**src/rtl/uart_ring_buffer_pair_defines.svh**
```systemverilog
// Assertion macros for the UART ring buffer pair.
`ifndef UART_RING_BUFFER_PAIR_DEFINES_SVH
`define UART_RING_BUFFER_PAIR_DEFINES_SVH

`ifndef SYNTHESIS
// Same-cycle implication, sampled on i_clk, off during reset.
`define URBP_ASSERT_IMPL(lbl, ante, cons) \
    lbl: assert property (@(posedge i_clk) disable iff (!i_rst_n) (ante) |-> (cons)) \
        else $error("urbp assertion failed");
// Next-cycle implication, sampled on i_clk, off during reset.
`define URBP_ASSERT_NEXT(lbl, ante, cons) \
    lbl: assert property (@(posedge i_clk) disable iff (!i_rst_n) (ante) |=> (cons)) \
        else $error("urbp assertion failed");
`else
`define URBP_ASSERT_IMPL(lbl, ante, cons)
`define URBP_ASSERT_NEXT(lbl, ante, cons)
`endif

`endif

```
**src/rtl/urbp_pkg.sv**
```systemverilog
// Package: event codes and default depth for the UART ring buffer pair.
package urbp_pkg;

    localparam int BUFFER_DEPTH_DEF = 32;

    typedef enum logic [1:0] {
        CMD_HOST_SEND = 2'd0,
        CMD_HOST_RECV = 2'd1,
        CMD_LINE_BYTE = 2'd2,
        CMD_LINE_DONE = 2'd3
    } t_cmd;

endpackage

```
**src/rtl/uart_ring_buffer_pair.sv**
```systemverilog
// UART transmit/receive ring buffer pair: event decode, two byte stores, result register.
// The result is registered: o_valid rises in the cycle after an input transfer.
// Throughput: one event per cycle while o_stall is low; the result register drains while the next event loads.
// The store reads are registered straight into the result register, one port per store.
// Reset (i_rst_n low, synchronous): pointers zero, transmitter idle, overflow clear,
// result register empty. Store contents are not cleared; no clearing pass is needed.
`include "uart_ring_buffer_pair_defines.svh"

module uart_ring_buffer_pair
    import urbp_pkg::*;
#(
    parameter int BUFFER_DEPTH = BUFFER_DEPTH_DEF
) (
    input  logic       i_clk,
    input  logic       i_rst_n,
    // event channel
    input  logic       i_valid,
    output logic       o_stall,
    input  logic [1:0] i_cmd,
    input  logic [7:0] i_data,
    // result channel
    output logic       o_valid,
    input  logic       i_stall,
    output logic       o_tx_accepted,
    output logic       o_rx_valid,
    output logic [7:0] o_rx_data,
    output logic       o_line_send_valid,
    output logic [7:0] o_line_send_data,
    output logic       o_rx_overflow
);

    localparam int PTR_W = (BUFFER_DEPTH > 1) ? $clog2(BUFFER_DEPTH) : 1;
    localparam logic [PTR_W-1:0] PTR_LAST = PTR_W'(BUFFER_DEPTH - 1);

    // Byte stores: one write and one read port each.
    logic [7:0] r_tx_mem [BUFFER_DEPTH];
    logic [7:0] r_rx_mem [BUFFER_DEPTH];

    // Control state
    logic [PTR_W-1:0] r_tx_wr, r_tx_rd, r_rx_wr, r_rx_rd;
    logic [PTR_W-1:0] n_tx_wr, n_tx_rd, n_rx_wr, n_rx_rd;
    logic             r_tx_idle, n_tx_idle;
    logic             r_overflow, n_overflow;
    logic             r_out_valid;

    // Result payload
    logic       r_tx_accepted, r_rx_valid, r_line_send_valid;
    logic [7:0] r_rx_data, r_line_send_data;

    // Decode outputs
    logic in_xfer;
    logic tx_we, rx_we;
    logic tx_send_now;   // host byte goes straight to the idle line
    logic tx_drain;      // line done, next stored byte goes out
    logic rx_pop;
    logic n_tx_accepted;

    logic [PTR_W-1:0] tx_wr_nx, tx_rd_nx, rx_wr_nx, rx_rd_nx;
    logic tx_full, tx_empty, rx_full, rx_empty;

    // Output register is free when empty or draining this cycle.
    assign o_stall = r_out_valid && i_stall;
    assign in_xfer = i_valid && !o_stall;

    // Pointer advance wraps at the depth, which need not be a power of two.
    assign tx_wr_nx = (r_tx_wr == PTR_LAST) ? '0 : r_tx_wr + 1'b1;
    assign tx_rd_nx = (r_tx_rd == PTR_LAST) ? '0 : r_tx_rd + 1'b1;
    assign rx_wr_nx = (r_rx_wr == PTR_LAST) ? '0 : r_rx_wr + 1'b1;
    assign rx_rd_nx = (r_rx_rd == PTR_LAST) ? '0 : r_rx_rd + 1'b1;

    // One slot is kept free so full and empty stay distinct.
    assign tx_full  = (tx_wr_nx == r_tx_rd);
    assign tx_empty = (r_tx_wr == r_tx_rd);
    assign rx_full  = (rx_wr_nx == r_rx_rd);
    assign rx_empty = (r_rx_wr == r_rx_rd);

    always_comb begin
        n_tx_wr       = r_tx_wr;
        n_tx_rd       = r_tx_rd;
        n_rx_wr       = r_rx_wr;
        n_rx_rd       = r_rx_rd;
        n_tx_idle     = r_tx_idle;
        n_overflow    = r_overflow;
        n_tx_accepted = 1'b0;
        tx_we         = 1'b0;
        rx_we         = 1'b0;
        tx_send_now   = 1'b0;
        tx_drain      = 1'b0;
        rx_pop        = 1'b0;
        if (in_xfer) begin
            case (t_cmd'(i_cmd))
                CMD_HOST_SEND: begin
                    // A full store refuses the byte even with the line idle.
                    if (!tx_full) begin
                        tx_we         = 1'b1;
                        n_tx_accepted = 1'b1;
                        n_tx_idle     = 1'b0;
                        if (r_tx_idle) begin
                            // written but not queued: the pointer stays put
                            tx_send_now = 1'b1;
                        end else begin
                            n_tx_wr = tx_wr_nx;
                        end
                    end
                end
                CMD_HOST_RECV: begin
                    if (!rx_empty) begin
                        rx_pop  = 1'b1;
                        n_rx_rd = rx_rd_nx;
                    end
                end
                CMD_LINE_BYTE: begin
                    if (rx_full) begin
                        n_overflow = 1'b1;
                    end else begin
                        rx_we   = 1'b1;
                        n_rx_wr = rx_wr_nx;
                    end
                end
                CMD_LINE_DONE: begin
                    if (!tx_empty) begin
                        tx_drain  = 1'b1;
                        n_tx_rd   = tx_rd_nx;
                        n_tx_idle = 1'b0;
                    end else begin
                        n_tx_idle = 1'b1;
                    end
                end
                default: begin
                end
            endcase
        end
    end

    // Control registers
    always_ff @(posedge i_clk) begin
        if (!i_rst_n) begin
            r_tx_wr     <= '0;
            r_tx_rd     <= '0;
            r_rx_wr     <= '0;
            r_rx_rd     <= '0;
            r_tx_idle   <= 1'b1;
            r_overflow  <= 1'b0;
            r_out_valid <= 1'b0;
        end else begin
            r_tx_wr    <= n_tx_wr;
            r_tx_rd    <= n_tx_rd;
            r_rx_wr    <= n_rx_wr;
            r_rx_rd    <= n_rx_rd;
            r_tx_idle  <= n_tx_idle;
            r_overflow <= n_overflow;
            if (in_xfer) begin
                r_out_valid <= 1'b1;
            end else if (!i_stall) begin
                r_out_valid <= 1'b0;
            end
        end
    end

    // Store writes
    always_ff @(posedge i_clk) begin
        if (tx_we) begin
            r_tx_mem[r_tx_wr] <= i_data;
        end
        if (rx_we) begin
            r_rx_mem[r_rx_wr] <= i_data;
        end
    end

    // Result register; store reads land here directly. Unused fields read zero.
    always_ff @(posedge i_clk) begin
        if (in_xfer) begin
            r_tx_accepted     <= n_tx_accepted;
            r_rx_valid        <= rx_pop;
            r_rx_data         <= rx_pop ? r_rx_mem[r_rx_rd] : 8'd0;
            r_line_send_valid <= tx_send_now || tx_drain;
            if (tx_send_now) begin
                r_line_send_data <= i_data;
            end else if (tx_drain) begin
                r_line_send_data <= r_tx_mem[r_tx_rd];
            end else begin
                r_line_send_data <= 8'd0;
            end
        end
    end

    assign o_valid           = r_out_valid;
    assign o_tx_accepted     = r_tx_accepted;
    assign o_rx_valid        = r_rx_valid;
    assign o_rx_data         = r_rx_data;
    assign o_line_send_valid = r_line_send_valid;
    assign o_line_send_data  = r_line_send_data;
    // flag changes only when a result is loaded, so it is the value after that event
    assign o_rx_overflow     = r_overflow;

    // Assertions
    `URBP_ASSERT_NEXT(a_overflow_sticky, r_overflow, r_overflow)
    `URBP_ASSERT_IMPL(a_rx_excl, o_valid && o_rx_valid, !o_line_send_valid && !o_tx_accepted)
    `URBP_ASSERT_NEXT(a_drain_empty_idles, in_xfer && tx_empty && (i_cmd == CMD_LINE_DONE), r_tx_idle)
    `URBP_ASSERT_NEXT(a_send_busy, tx_we, !r_tx_idle && o_valid && o_tx_accepted)

endmodule
```
**config.mk**
```make
export PLATFORM = sky130hd
export DESIGN_NAME = uart_ring_buffer_pair
export DESIGN_NICKNAME = d
export VERILOG_FILES = /design/src/rtl/urbp_pkg.sv /design/src/rtl/uart_ring_buffer_pair.sv
export VERILOG_INCLUDE_DIRS = /design/src /design/src/rtl
export SDC_FILE = /design/constraint.sdc
export NUM_CORES = 1
export LEC_CHECK = 0
export ABC_AREA = 1
export ABC_CLOCK_PERIOD_IN_PS = 4700
export BUFFER_PORTS_ARGS = -buffer_cell sky130_fd_sc_hd__buf_2
export CAP_MARGIN = 0
export CORE_ASPECT_RATIO = 1.4
export CORE_UTILIZATION = 59
export CTS_CLUSTER_DIAMETER = 60
export CTS_CLUSTER_SIZE = 20
export DETAILED_ROUTE_END_ITERATION = 7
export GPL_ROUTABILITY_DRIVEN = 1
export MAX_ROUTING_LAYER = met4
export PLACE_DENSITY = 0.75
export SLEW_MARGIN = 20
export SYNTH_ARGS = -nofsm -noshare
export SYNTH_HDL_FRONTEND = slang
export SYNTH_SLANG_ARGS = --single-unit
```
**constraint.sdc**
```tcl
create_clock -name i_clk -period 4.7 [get_ports i_clk]
set_clock_uncertainty 0.1 [all_clocks]
set_input_delay 0.235 -clock i_clk [delete_from_list [all_inputs] [get_ports i_clk]]
set_output_delay 0.235 -clock i_clk [all_outputs]
set_load 0.02 [all_outputs]
```
==> flow_summary.ini, run 1 <==
[outcome]
run_status = finished clean

[setup_path]
timing.critical_path.max_delay_family = simple AND/OR/NAND/NOR gates
worst_r2r_endpoint = r_tx_mem[4][1]$_DFFE_PP_
worstPathBufferInverterCount = 2
slowest_stage = nor3_1
cp_data_arrival_time_ns = 3.57
worst_reg2reg_path_depth = 12
worst_path_maximum_fanout = 19
critical_path.reg2reg.startpoint = r_tx_wr[0]$_SDFFE_PN0P_
worstSetupEndpointType = register
setup.reg_to_reg.worst_slack_ns = 1.20
worstPathRequired_ns = 4.76
criticalPathCategory = reg2reg
critical_path_cell_sequence = ha_1, clkinv_2, nor2_1, ha_1, inv_1, nand3_1, nand2_1, nand2_1, nor2_2, nand2_4, nand3_4, nor3_1
cp-start-kind = register
timing.critical_path.slowest_cell_delay_ns = 0.89

[worst_hold_path]
hold-path-endpoint = r_rx_mem[16][0]$_DFFE_PP_
hold_depth = 1
worst_hold_startpoint = i_data[0]
min_path_type = in2reg

[global_route]
number_of_global_route_vias_before_repair = 15200
largest_net_degree_at_the_start_of_global_routing = 101
globalRoute.totalOverflow = 0
grt_util_all_layers_pct = 29.4
antenna_found_initial = 0
grt_first_pass_wirelength_um = 85100

[clocking]
root_buffer = clkbuf_16
tritoncts.num_buffers = 35
clk_lat_worst_skew_ns = 0.55
max-clock-path-buffers = 3
tritoncts = yes
clkTransAtPathRegs_ns = 0.08
htree_levels = 2
clock-sinks = 559

[synth]
count_of_distinct_cell_types_in_the_synthesized_netlist = 32
syn-cell-area_um2 = 23400
synthCells = 2027
synth_sequential_area_ratio_pct = 70.6
synth_area_per_cell_um2 = 11.5
synth.net_count = 2056
yosys_warning_total = 0
ys_ff_latch = 559

[timing]
worst_pin_slew_ns = 1.10
finalSetupViolations = 0
post-route-min-period_ns = 3.50
final-max-slew-violation-count = 0
hold_slack_final_ns = 0.0653
finalCritPeriodShare_pct = 74.5
timing.max_slew.rel_slack_pct = 26.7
timing.setup.tns_ns = 0
report.final.hold_viol_count = 0
fmaxAchievable_mhz = 286
rsz_0062_raised_after_global_routing = no

[layout]
multi_input_gate_area_um2 = 5960
most-common-layout-cells = edfxtp_1 (531), nand2_1 (377), nand3_1 (300)
synthToLayoutAreaGrowth_pct = 6.87
postLayoutCoreUtil_pct = 64.5
design.final.nets = 2056
seqCellArea_um2 = 16500
final_common_cell = edfxtp_1
n_antenna_cell = 0
proportion_of_layout_cells_with_a_drive_suffix_above_1_pct = 7.97
fill_cells = 2997

[placement]
dp_hpwl_um = 34900
number_of_port_buffers = 35
globalplace.congestion = 0.944

[floorplanning]
die_w_um = 170
design.die.area_um2 = 40400
chipHeight_um = 237
io_pins = 36
core.rowCount = 85
floorplan.initialDensity_pct = 60.4
core_area_um2 = 38700

[routing]
detailedRoute.firstPassIterationCount = 6
avgViaCountPerCell = 6.01
wire_per_inst_um = 21.8
antenna_left = 0
wire_length_reported_by_the_detailed_router_um = 56000
total_drc_errors_in_the_routed_layout = 0
first_iter_violations = 1747
num_vias = 15400

[power]
power.ir.vdd_worst_mv = 0.382
report.power.total_mw = 8.94
power.density_cell_area_nw_per_um2 = 358
leakagePower_nw = 8.65

[flow_run]
max-cap-violations = 0
## through the flow
stage                     cell area [um2]  worst slack, ns  cells
after floorplan                     23400             1.79   2027
after global placement              23900             1.30   2506
after detailed placement            23900             1.26   2506
after CTS                           25000             1.22   2567
after global routing                25000            0.905   2567
final                               25000             1.20   2567
## how the worst max path moves through the flow
stage	from	to	slack, ns	cells after the start
6_report	r_tx_wr[0]$_SDFFE_PN0P_	r_tx_mem[4][1]$_DFFE_PP_	1.20	12
5_1_grt	r_tx_wr[0]$_SDFFE_PN0P_	r_tx_mem[4][1]$_DFFE_PP_	0.91	12
4_1_cts	r_tx_wr[0]$_SDFFE_PN0P_	r_tx_mem[4][0]$_DFFE_PP_	1.22	12
3_5_place_dp	r_tx_wr[0]$_SDFFE_PN0P_	r_tx_mem[4][4]$_DFFE_PP_	1.26	12
3_3_place_gp	r_tx_wr[0]$_SDFFE_PN0P_	r_tx_mem[4][5]$_DFFE_PP_	1.30	12
2_1_floorplan	r_tx_wr[0]$_SDFFE_PN0P_	r_tx_mem[16][0]$_DFFE_PP_	1.79	13
## synth_stat cells
| master | n | area share [%] |
|---|---|---|
| buf_4 | 15 | 0.48 |
| dfxtp_1 | 28 | 2.4 |
| nor3_2 | 9 | 0.39 |
| nand2_2 | 7 | 0.19 |
| inv_1 | 60 | 0.96 |
| nand3b_1 | 1 | 0.032 |
| inv_6 | 1 | 0.037 |
| buf_2 | 46 | 0.99 |
| nand2_4 | 5 | 0.24 |
| nand3_2 | 3 | 0.13 |
| nor2_4 | 1 | 0.048 |
| nand3_1 | 300 | 6.4 |
| clkinv_2 | 1 | 0.021 |
| nand2_1 | 377 | 6.1 |
| buf_6 | 7 | 0.34 |
| nor2_2 | 2 | 0.054 |
| clkbuf_1 | 44 | 0.71 |
| nand4_1 | 8 | 0.21 |
| xnor2_1 | 3 | 0.11 |
| nand3_4 | 1 | 0.075 |
| xor2_1 | 7 | 0.26 |
| o211ai_1 | 52 | 1.7 |
| o21ai_1 | 5 | 0.11 |
| a21oi_1 | 28 | 0.60 |
| buf_1 | 7 | 0.11 |
| edfxtp_1 | 531 | 68 |
| nor2_1 | 283 | 4.5 |
| o21ai_0 | 139 | 3.0 |
| clkinv_1 | 3 | 0.048 |
| nor3_1 | 27 | 0.58 |
| inv_2 | 11 | 0.18 |
| ha_1 | 15 | 0.80 |
## timing repair
item / in CTS / in global routing
buffers inserted: 0 / 0
hold buffers: 6 / 0
hold endpoints to repair: 7 / 0
gates resized for setup: 0 / 0
## cells by family (layout without fill, tap and decap cells)
family / count (synthesis) / in the layout / share of synthesized area [%]
buf+inv: 195 / 213 / 3.87
fa+ha+maj: 15 / 15 / 0.803
compound gates: 224 / 224 / 5.35
xor+xnor: 10 / 10 / 0.375
simple gates: 1024 / 1024 / 19.0
flops: 559 / 559 / 70.6
## power by group
group | switching (mW) | internal (mW)
registers | 0.0256 | 5.47
clock network | 1.54 | 1.44
logic | 0.346 | 0.109
total | 1.92 | 7.02
## sequential cells by signal, indices dropped and copies added (netlist names), named ones only
signal	cells
r_rx_mem	256
o_rx_valid	1
r_rx_wr	5
r_tx_idle	1
r_tx_wr	5
r_rx_rd	5
o_tx_accepted	1
r_tx_mem	256
o_line_send_valid	1
r_tx_rd	5
o_rx_data	8
o_rx_overflow	1
o_line_send_data	8
o_valid	1
## cell type report
type / instances / area share (%)
Clock buffer: 45 / 3.66
Clock inverter: 10 / 0.376
Inverter: 76 / 1.18
Multi-Input combinational cell: 1273 / 23.9
Sequential cell: 559 / 66.1
Tap cell: 522 / 2.61
Timing Repair Buffer: 82 / 2.18
## metal layers
metal,track usage [%],vias to the layer above,wire (um)
li1,-,7118,-
met1,33.5,7403,20700
met2,50.2,686,28600
met3,3.30,211,3290
met4,16.9,0,3520
met5,-,-,0
Note: power is estimated with default switching activity, not from simulation.
==> inputs of run 2 (changes only) <==
Settings changed: ABC_CLOCK_PERIOD_IN_PS 4700 to 3400.
Clock period 4.7 ns to 3.4 ns, I/O delays scaled along.
==> run 2 against run 1 <==
Effect of this change:
- sequential share of layout area decreased by 1.2 points
- clock-buffer cell count rose by 9
- worst hold slack improved by 0.0047 ns
- register-to-register slack worse by 0.90 ns
- combinational power rose by 46%
- worst setup slack got worse by 0.90 ns
- maximum frequency is 13% higher
- flip-flop and latch count stayed put
- critical endpoint is now r_rx_mem[4][6]$_DFFE_PP_
==> flow_summary.ini, run 2 (synthesis gave the netlist of run 1 again) <==
[worst_hold_path]
hold_depth = 2
min_path_type = in2reg
worst_hold_startpoint = i_data[3]
hold-path-endpoint = r_rx_mem[18][3]$_DFFE_PP_

[power]
power.share.switching_pct = 21.4
power.share.clock_pct = 33.8
pwr-share-seq_pct = 60.9
combPwrFrac_pct = 5.3
power.ir.vdd_worst_mv = 0.476
internal_power_mw = 9.79
power.density_cell_area_nw_per_um2 = 490
leakagePower_nw = 8.92
switchingPower_mw = 2.67

[clocking]
root_buffer = clkbuf_16
clk_lat_worst_skew_ns = 0.54
clock-sinks = 559
clkTransAtPathRegs_ns = 0.08
tritoncts = yes
htree_levels = 2
postCtsSetupBuffers = 0
tritoncts.num_buffers = 35
max-clock-path-buffers = 3
number_of_cells_upsized_or_downsized_after_cts = 0

[layout]
reg.largest.list = r_rx_mem x256, r_tx_mem x256
fill_cells = 2908
final_common_cell = edfxtp_1
synthToLayoutAreaGrowth_pct = 8.81
most-common-layout-cells = edfxtp_1 (531), nand2_1 (377), nand3_1 (300)
seqCellArea_um2 = 16500
proportion_of_layout_cells_with_a_drive_suffix_above_1_pct = 9.67
design.final.nets = 2095
multi_input_gate_area_um2 = 5960
n_antenna_cell = 0

[routing]
avgViaCountPerCell = 5.94
wire_length_reported_by_the_detailed_router_um = 56400
antenna_left = 0
first_iter_violations = 1694
total_drc_errors_in_the_routed_layout = 0
wire_per_inst_um = 21.6
detailedRoute.firstPassIterationCount = 6
num_vias = 15500

[global_route]
largest_net_degree_at_the_start_of_global_routing = 112
antenna_found_initial = 0
globalRoute.totalOverflow = 0
grt_first_pass_wirelength_um = 85400
number_of_global_route_vias_before_repair = 15200
grt_util_all_layers_pct = 29.4

[floorplanning]
die_w_um = 170
floorplan.initialDensity_pct = 60.4
core.rowCount = 85
design.die.area_um2 = 40400
io_pins = 36
chipHeight_um = 237
core_area_um2 = 38700

[setup_path]
worst_path_maximum_fanout = 8
cp_data_arrival_time_ns = 3.18
criticalPathCategory = reg2reg
worst_r2r_endpoint = r_rx_mem[4][6]$_DFFE_PP_
critical_path.startpoint = r_rx_wr[1]$_SDFFE_PN0P_
worstPathRequired_ns = 3.48
worstSetupEndpointType = register
setup.reg_to_reg.worst_slack_ns = 0.30
cp-start-kind = register
critical_path.reg2reg.startpoint = r_rx_wr[1]$_SDFFE_PN0P_
worst_reg2reg_path_depth = 15

[timing]
worst_pin_slew_ns = 0.983
crit_path_setup_slack_layout_ns = 0.300
report.final.hold_viol_count = 0
post-route-min-period_ns = 3.10
timing.setup.tns_ns = 0
finalSetupViolations = 0
fmaxAchievable_mhz = 323
timing.max_slew.rel_slack_pct = 34.5
finalCritPeriodShare_pct = 91.2
final-max-slew-violation-count = 0
rsz_0062_raised_after_global_routing = no

[placement]
dp_hpwl_um = 35300
pre_cts_ws_ns = 0.341
number_of_port_buffers = 35
globalplace.congestion = 1.02

[outcome]
run_status = finished clean

[flow_run]
max-cap-violations = 0
[run 2: changes by cell type in the layout (fill, tap and decap cells not counted), sizes merged]
cell	delta
buf	+37
clkbuf	+9
clkinv	-4
dlygate4sd3	+2
bufinv	-1
inv	+1
[run 2: timing repair]
action | CTS | global route
hold endpoints to repair | 33 | 0
hold buffers | 8 | 0
endpoints found under the setup margin | 0 | 0
[run 2: worst max-delay path: stages (launching register included)]
cell and delay (ns):
dfxtp_1 0.45, ha_1 0.29, nand2_1 0.11, nor2_1 0.10, ha_1 0.24, inv_1 0.08
nand2_1 0.05, nand2_1 0.07, nor2_1 0.05, nand3_1 0.08, nor2_2 0.05, nand2_2 0.10
nand2_2 0.10, inv_6 0.15, nand2_4 0.16, nor2_1 0.55
[run 2: routing by layer]
layer	GRT usage (%)	vias up	part of all wire (%)	wire [um]
met5	-	-	0	0
met2	49.9	730	51	28500
met4	15.5	0	5.7	3220
met1	34.3	7367	36	20500
li1	-	7196	-	-
met3	3.58	210	7.3	4140
[run 2: worst max-delay path by stage]
stage,end,slack (ns),depth (start not counted)
6_report,r_rx_mem[4][6]$_DFFE_PP_,0.30,15
5_1_grt,r_rx_mem[30][2]$_DFFE_PP_,0.11,15
4_1_cts,r_rx_mem[4][6]$_DFFE_PP_,0.33,15
3_5_place_dp,r_rx_mem[13][0]$_DFFE_PP_,0.34,15
3_3_place_gp,r_rx_mem[13][5]$_DFFE_PP_,0.42,15
2_1_floorplan,r_tx_mem[16][0]$_DFFE_PP_,0.49,13
[run 2: final cells by class]
type	instances	area share, %
multi-input combinational	1273	23.4
clock inverter	6	0.202
inverter	76	1.15
timing repair buffer	121	3.76
tap	522	2.57
sequential	559	65.0
clock buffer	54	3.93
[run 2: power groups by stage]
stage	Combinational, mW	Clock (mW)	Sequential, mW
3_5_place_dp	0.651	0	7.74
5_1_grt	0.717	4.47	7.59
6_report	0.666	4.21	7.59
4_1_cts	0.660	4.26	7.58
3_3_place_gp	0.641	0	7.74
2_1_floorplan	0.350	0	7.75
[run 2: through the flow]
| step | hold slack, ns | area, um2 | power (mW) | std cells | utilization [%] |
|---|---|---|---|---|---|
| final | 0.0700 | 25400 | 12.5 | 2611 | 65.7 |
| after global routing | 0.0629 | 25400 | 12.8 | 2611 | 65.7 |
| after CTS | 0.0641 | 25400 | 12.5 | 2611 | 65.7 |
| after detailed placement | 0.361 | 24300 | 8.39 | 2543 | 62.8 |
| after global placement | 0.343 | 24300 | 8.38 | 2543 | 62.8 |
| after floorplan | 0.169 | 23400 | 8.10 | 2027 | - |
==> inputs of run 3 (changes only) <==
Settings changed: ABC_CLOCK_PERIOD_IN_PS 3400 to 3450, SETUP_SLACK_MARGIN from default to 0.02.
Clock period 3.4 ns to 3.45 ns, I/O delays scaled along.
==> run 3 against run 2 <==
Effect of this change:
- register-to-register slack worse by 0.02 ns
- maximum frequency down 2.3%
- flip-flop and latch count unchanged
- clock power is 3% higher
- total power increased by 0.14%
==> flow_summary.ini, run 3 (synthesis gave the netlist of run 1 again) <==
[setup_path]
critical_path_cell_sequence = ha_1, nand2_1, nor2_1, ha_1, inv_1, nand2_1, nand2_1, nor2_1, nand3_1, nor2_2, nand2_2, nand2_2, inv_6, nand2_4, nor2_1
worst_path_maximum_fanout = 8
cp-start-kind = register
worstSetupEndpointType = register
critical_path.startpoint = r_rx_wr[0]$_SDFFE_PN0P_
slowest_stage = nor2_1
worst_reg2reg_path_depth = 15
setup.reg_to_reg.worst_slack_ns = 0.28
worstPathRequired_ns = 3.54
critical_path.reg2reg.startpoint = r_rx_wr[0]$_SDFFE_PN0P_
cp_data_arrival_time_ns = 3.26
timing.critical_path.slowest_cell_delay_ns = 0.54
criticalPathCategory = reg2reg

[clocking]
clkTransAtPathRegs_ns = 0.08
root_buffer = clkbuf_16
htree_levels = 2
clock-sinks = 559
max-clock-path-buffers = 3
postCtsSetupBuffers = 0
tritoncts = yes
tritoncts.num_buffers = 36
clk_lat_worst_skew_ns = 0.55

[routing]
antenna_left = 0
total_drc_errors_in_the_routed_layout = 0
detailedRoute.firstPassIterationCount = 6
num_vias = 15400
wire_length_reported_by_the_detailed_router_um = 56400
first_iter_violations = 1652
avgViaCountPerCell = 5.94
wire_per_inst_um = 21.7

[placement]
dp_hpwl_um = 34900
number_of_port_buffers = 35
globalplace.congestion = 0.974
placed_cells = 2532

[timing]
rsz_0062_raised_after_global_routing = no
timing.setup.tns_ns = 0
report.final.hold_viol_count = 0
finalSetupViolations = 0
timing.max_slew.rel_slack_pct = 36.4
final-max-slew-violation-count = 0
hold_slack_final_ns = 0.0413
fmaxAchievable_mhz = 315
finalCritPeriodShare_pct = 92.0
post-route-min-period_ns = 3.17
worst_pin_slew_ns = 0.954

[layout]
reg.largest.list = r_rx_mem x256, r_tx_mem x256
n_antenna_cell = 0
fill_cells = 2926
fin_cells = 2598
postLayoutCoreUtil_pct = 65.6
proportion_of_layout_cells_with_a_drive_suffix_above_1_pct = 9.39
design.final.nets = 2083
final_common_cell = edfxtp_1
most-common-layout-cells = edfxtp_1 (531), nand2_1 (377), nand3_1 (300)
synthToLayoutAreaGrowth_pct = 8.60

[floorplanning]
chipHeight_um = 237
design.die.area_um2 = 40400
floorplan.initialDensity_pct = 60.4
core.rowCount = 85
core_area_um2 = 38700
die_w_um = 170
io_pins = 36

[global_route]
number_of_global_route_vias_before_repair = 15300
largest_net_degree_at_the_start_of_global_routing = 133
grt_util_all_layers_pct = 29.7
antenna_found_initial = 0
globalRoute.totalOverflow = 0
grt_first_pass_wirelength_um = 85700

[power]
power.density_cell_area_nw_per_um2 = 492
leakagePower_nw = 8.87
report.power.total_mw = 12.5
power.ir.vdd_worst_mv = 0.460

[flow_run]
max-cap-violations = 0

[worst_hold_path]
hold_depth = 5
worst_hold_startpoint = i_cmd[0]
min_path_type = in2reg

[outcome]
run_status = finished clean
-- run 3: power by group --
group | internal [mW] | switching (mW) | leakage, nW | total (mW)
clock | 2.18 | 2.17 | 0.535 | 4.35
sequential | 7.45 | 0.0314 | 5.02 | 7.48
combinational | 0.163 | 0.485 | 3.31 | 0.648
total | 9.79 | 2.69 | 8.87 | 12.5
-- run 3: repair_timing --
item	in CTS	in global routing
hold buffers	6	0
gates resized for setup	0	0
endpoints found under the hold margin	14	0
-- run 3: final cells by class --
cell class	instances	area, um2	area share (%)
clock buffer	50	985	3.88
clock inverter	10	129	0.508
inverter	76	293	1.15
multi-input combinational	1273	5960	23.5
sequential	559	16500	65.1
tap	522	653	2.57
timing repair buffer	108	845	3.33
-- run 3: path summary, 6_finish.rpt --
kind	endpoint
min reg2reg	o_rx_overflow$_SDFFE_PN0P_
max	r_rx_mem[20][0]$_DFFE_PP_
min	r_rx_rd[0]$_SDFFE_PN0P_
max reg2reg	r_rx_mem[20][0]$_DFFE_PP_
-- run 3: routing by layer --
| layer | global-route usage (%) | part of all wire (%) |
|---|---|---|
| met2 | 50.8 | 51 |
| met1 | 34.7 | 37 |
| met4 | 14.9 | 5.1 |
| met3 | 3.16 | 6.5 |
| met5 | - | 0 |
-- run 3: worst max-delay path: cells and delay by family, from the launching register on --
kind / cells / cell delay, ns
fa+ha+maj: 2 / 0.54
buf+inv: 2 / 0.23
flops: 1 / 0.49
simple gates: 11 / 1.44
-- run 3: metrics by stage --
stage	instance area (um2)	setup WS [ns]
global placement	24200	0.427
finish	25400	0.277
global route	25400	0.0288
detailed placement	24200	0.314
floorplan	23400	0.539
CTS	25400	0.295
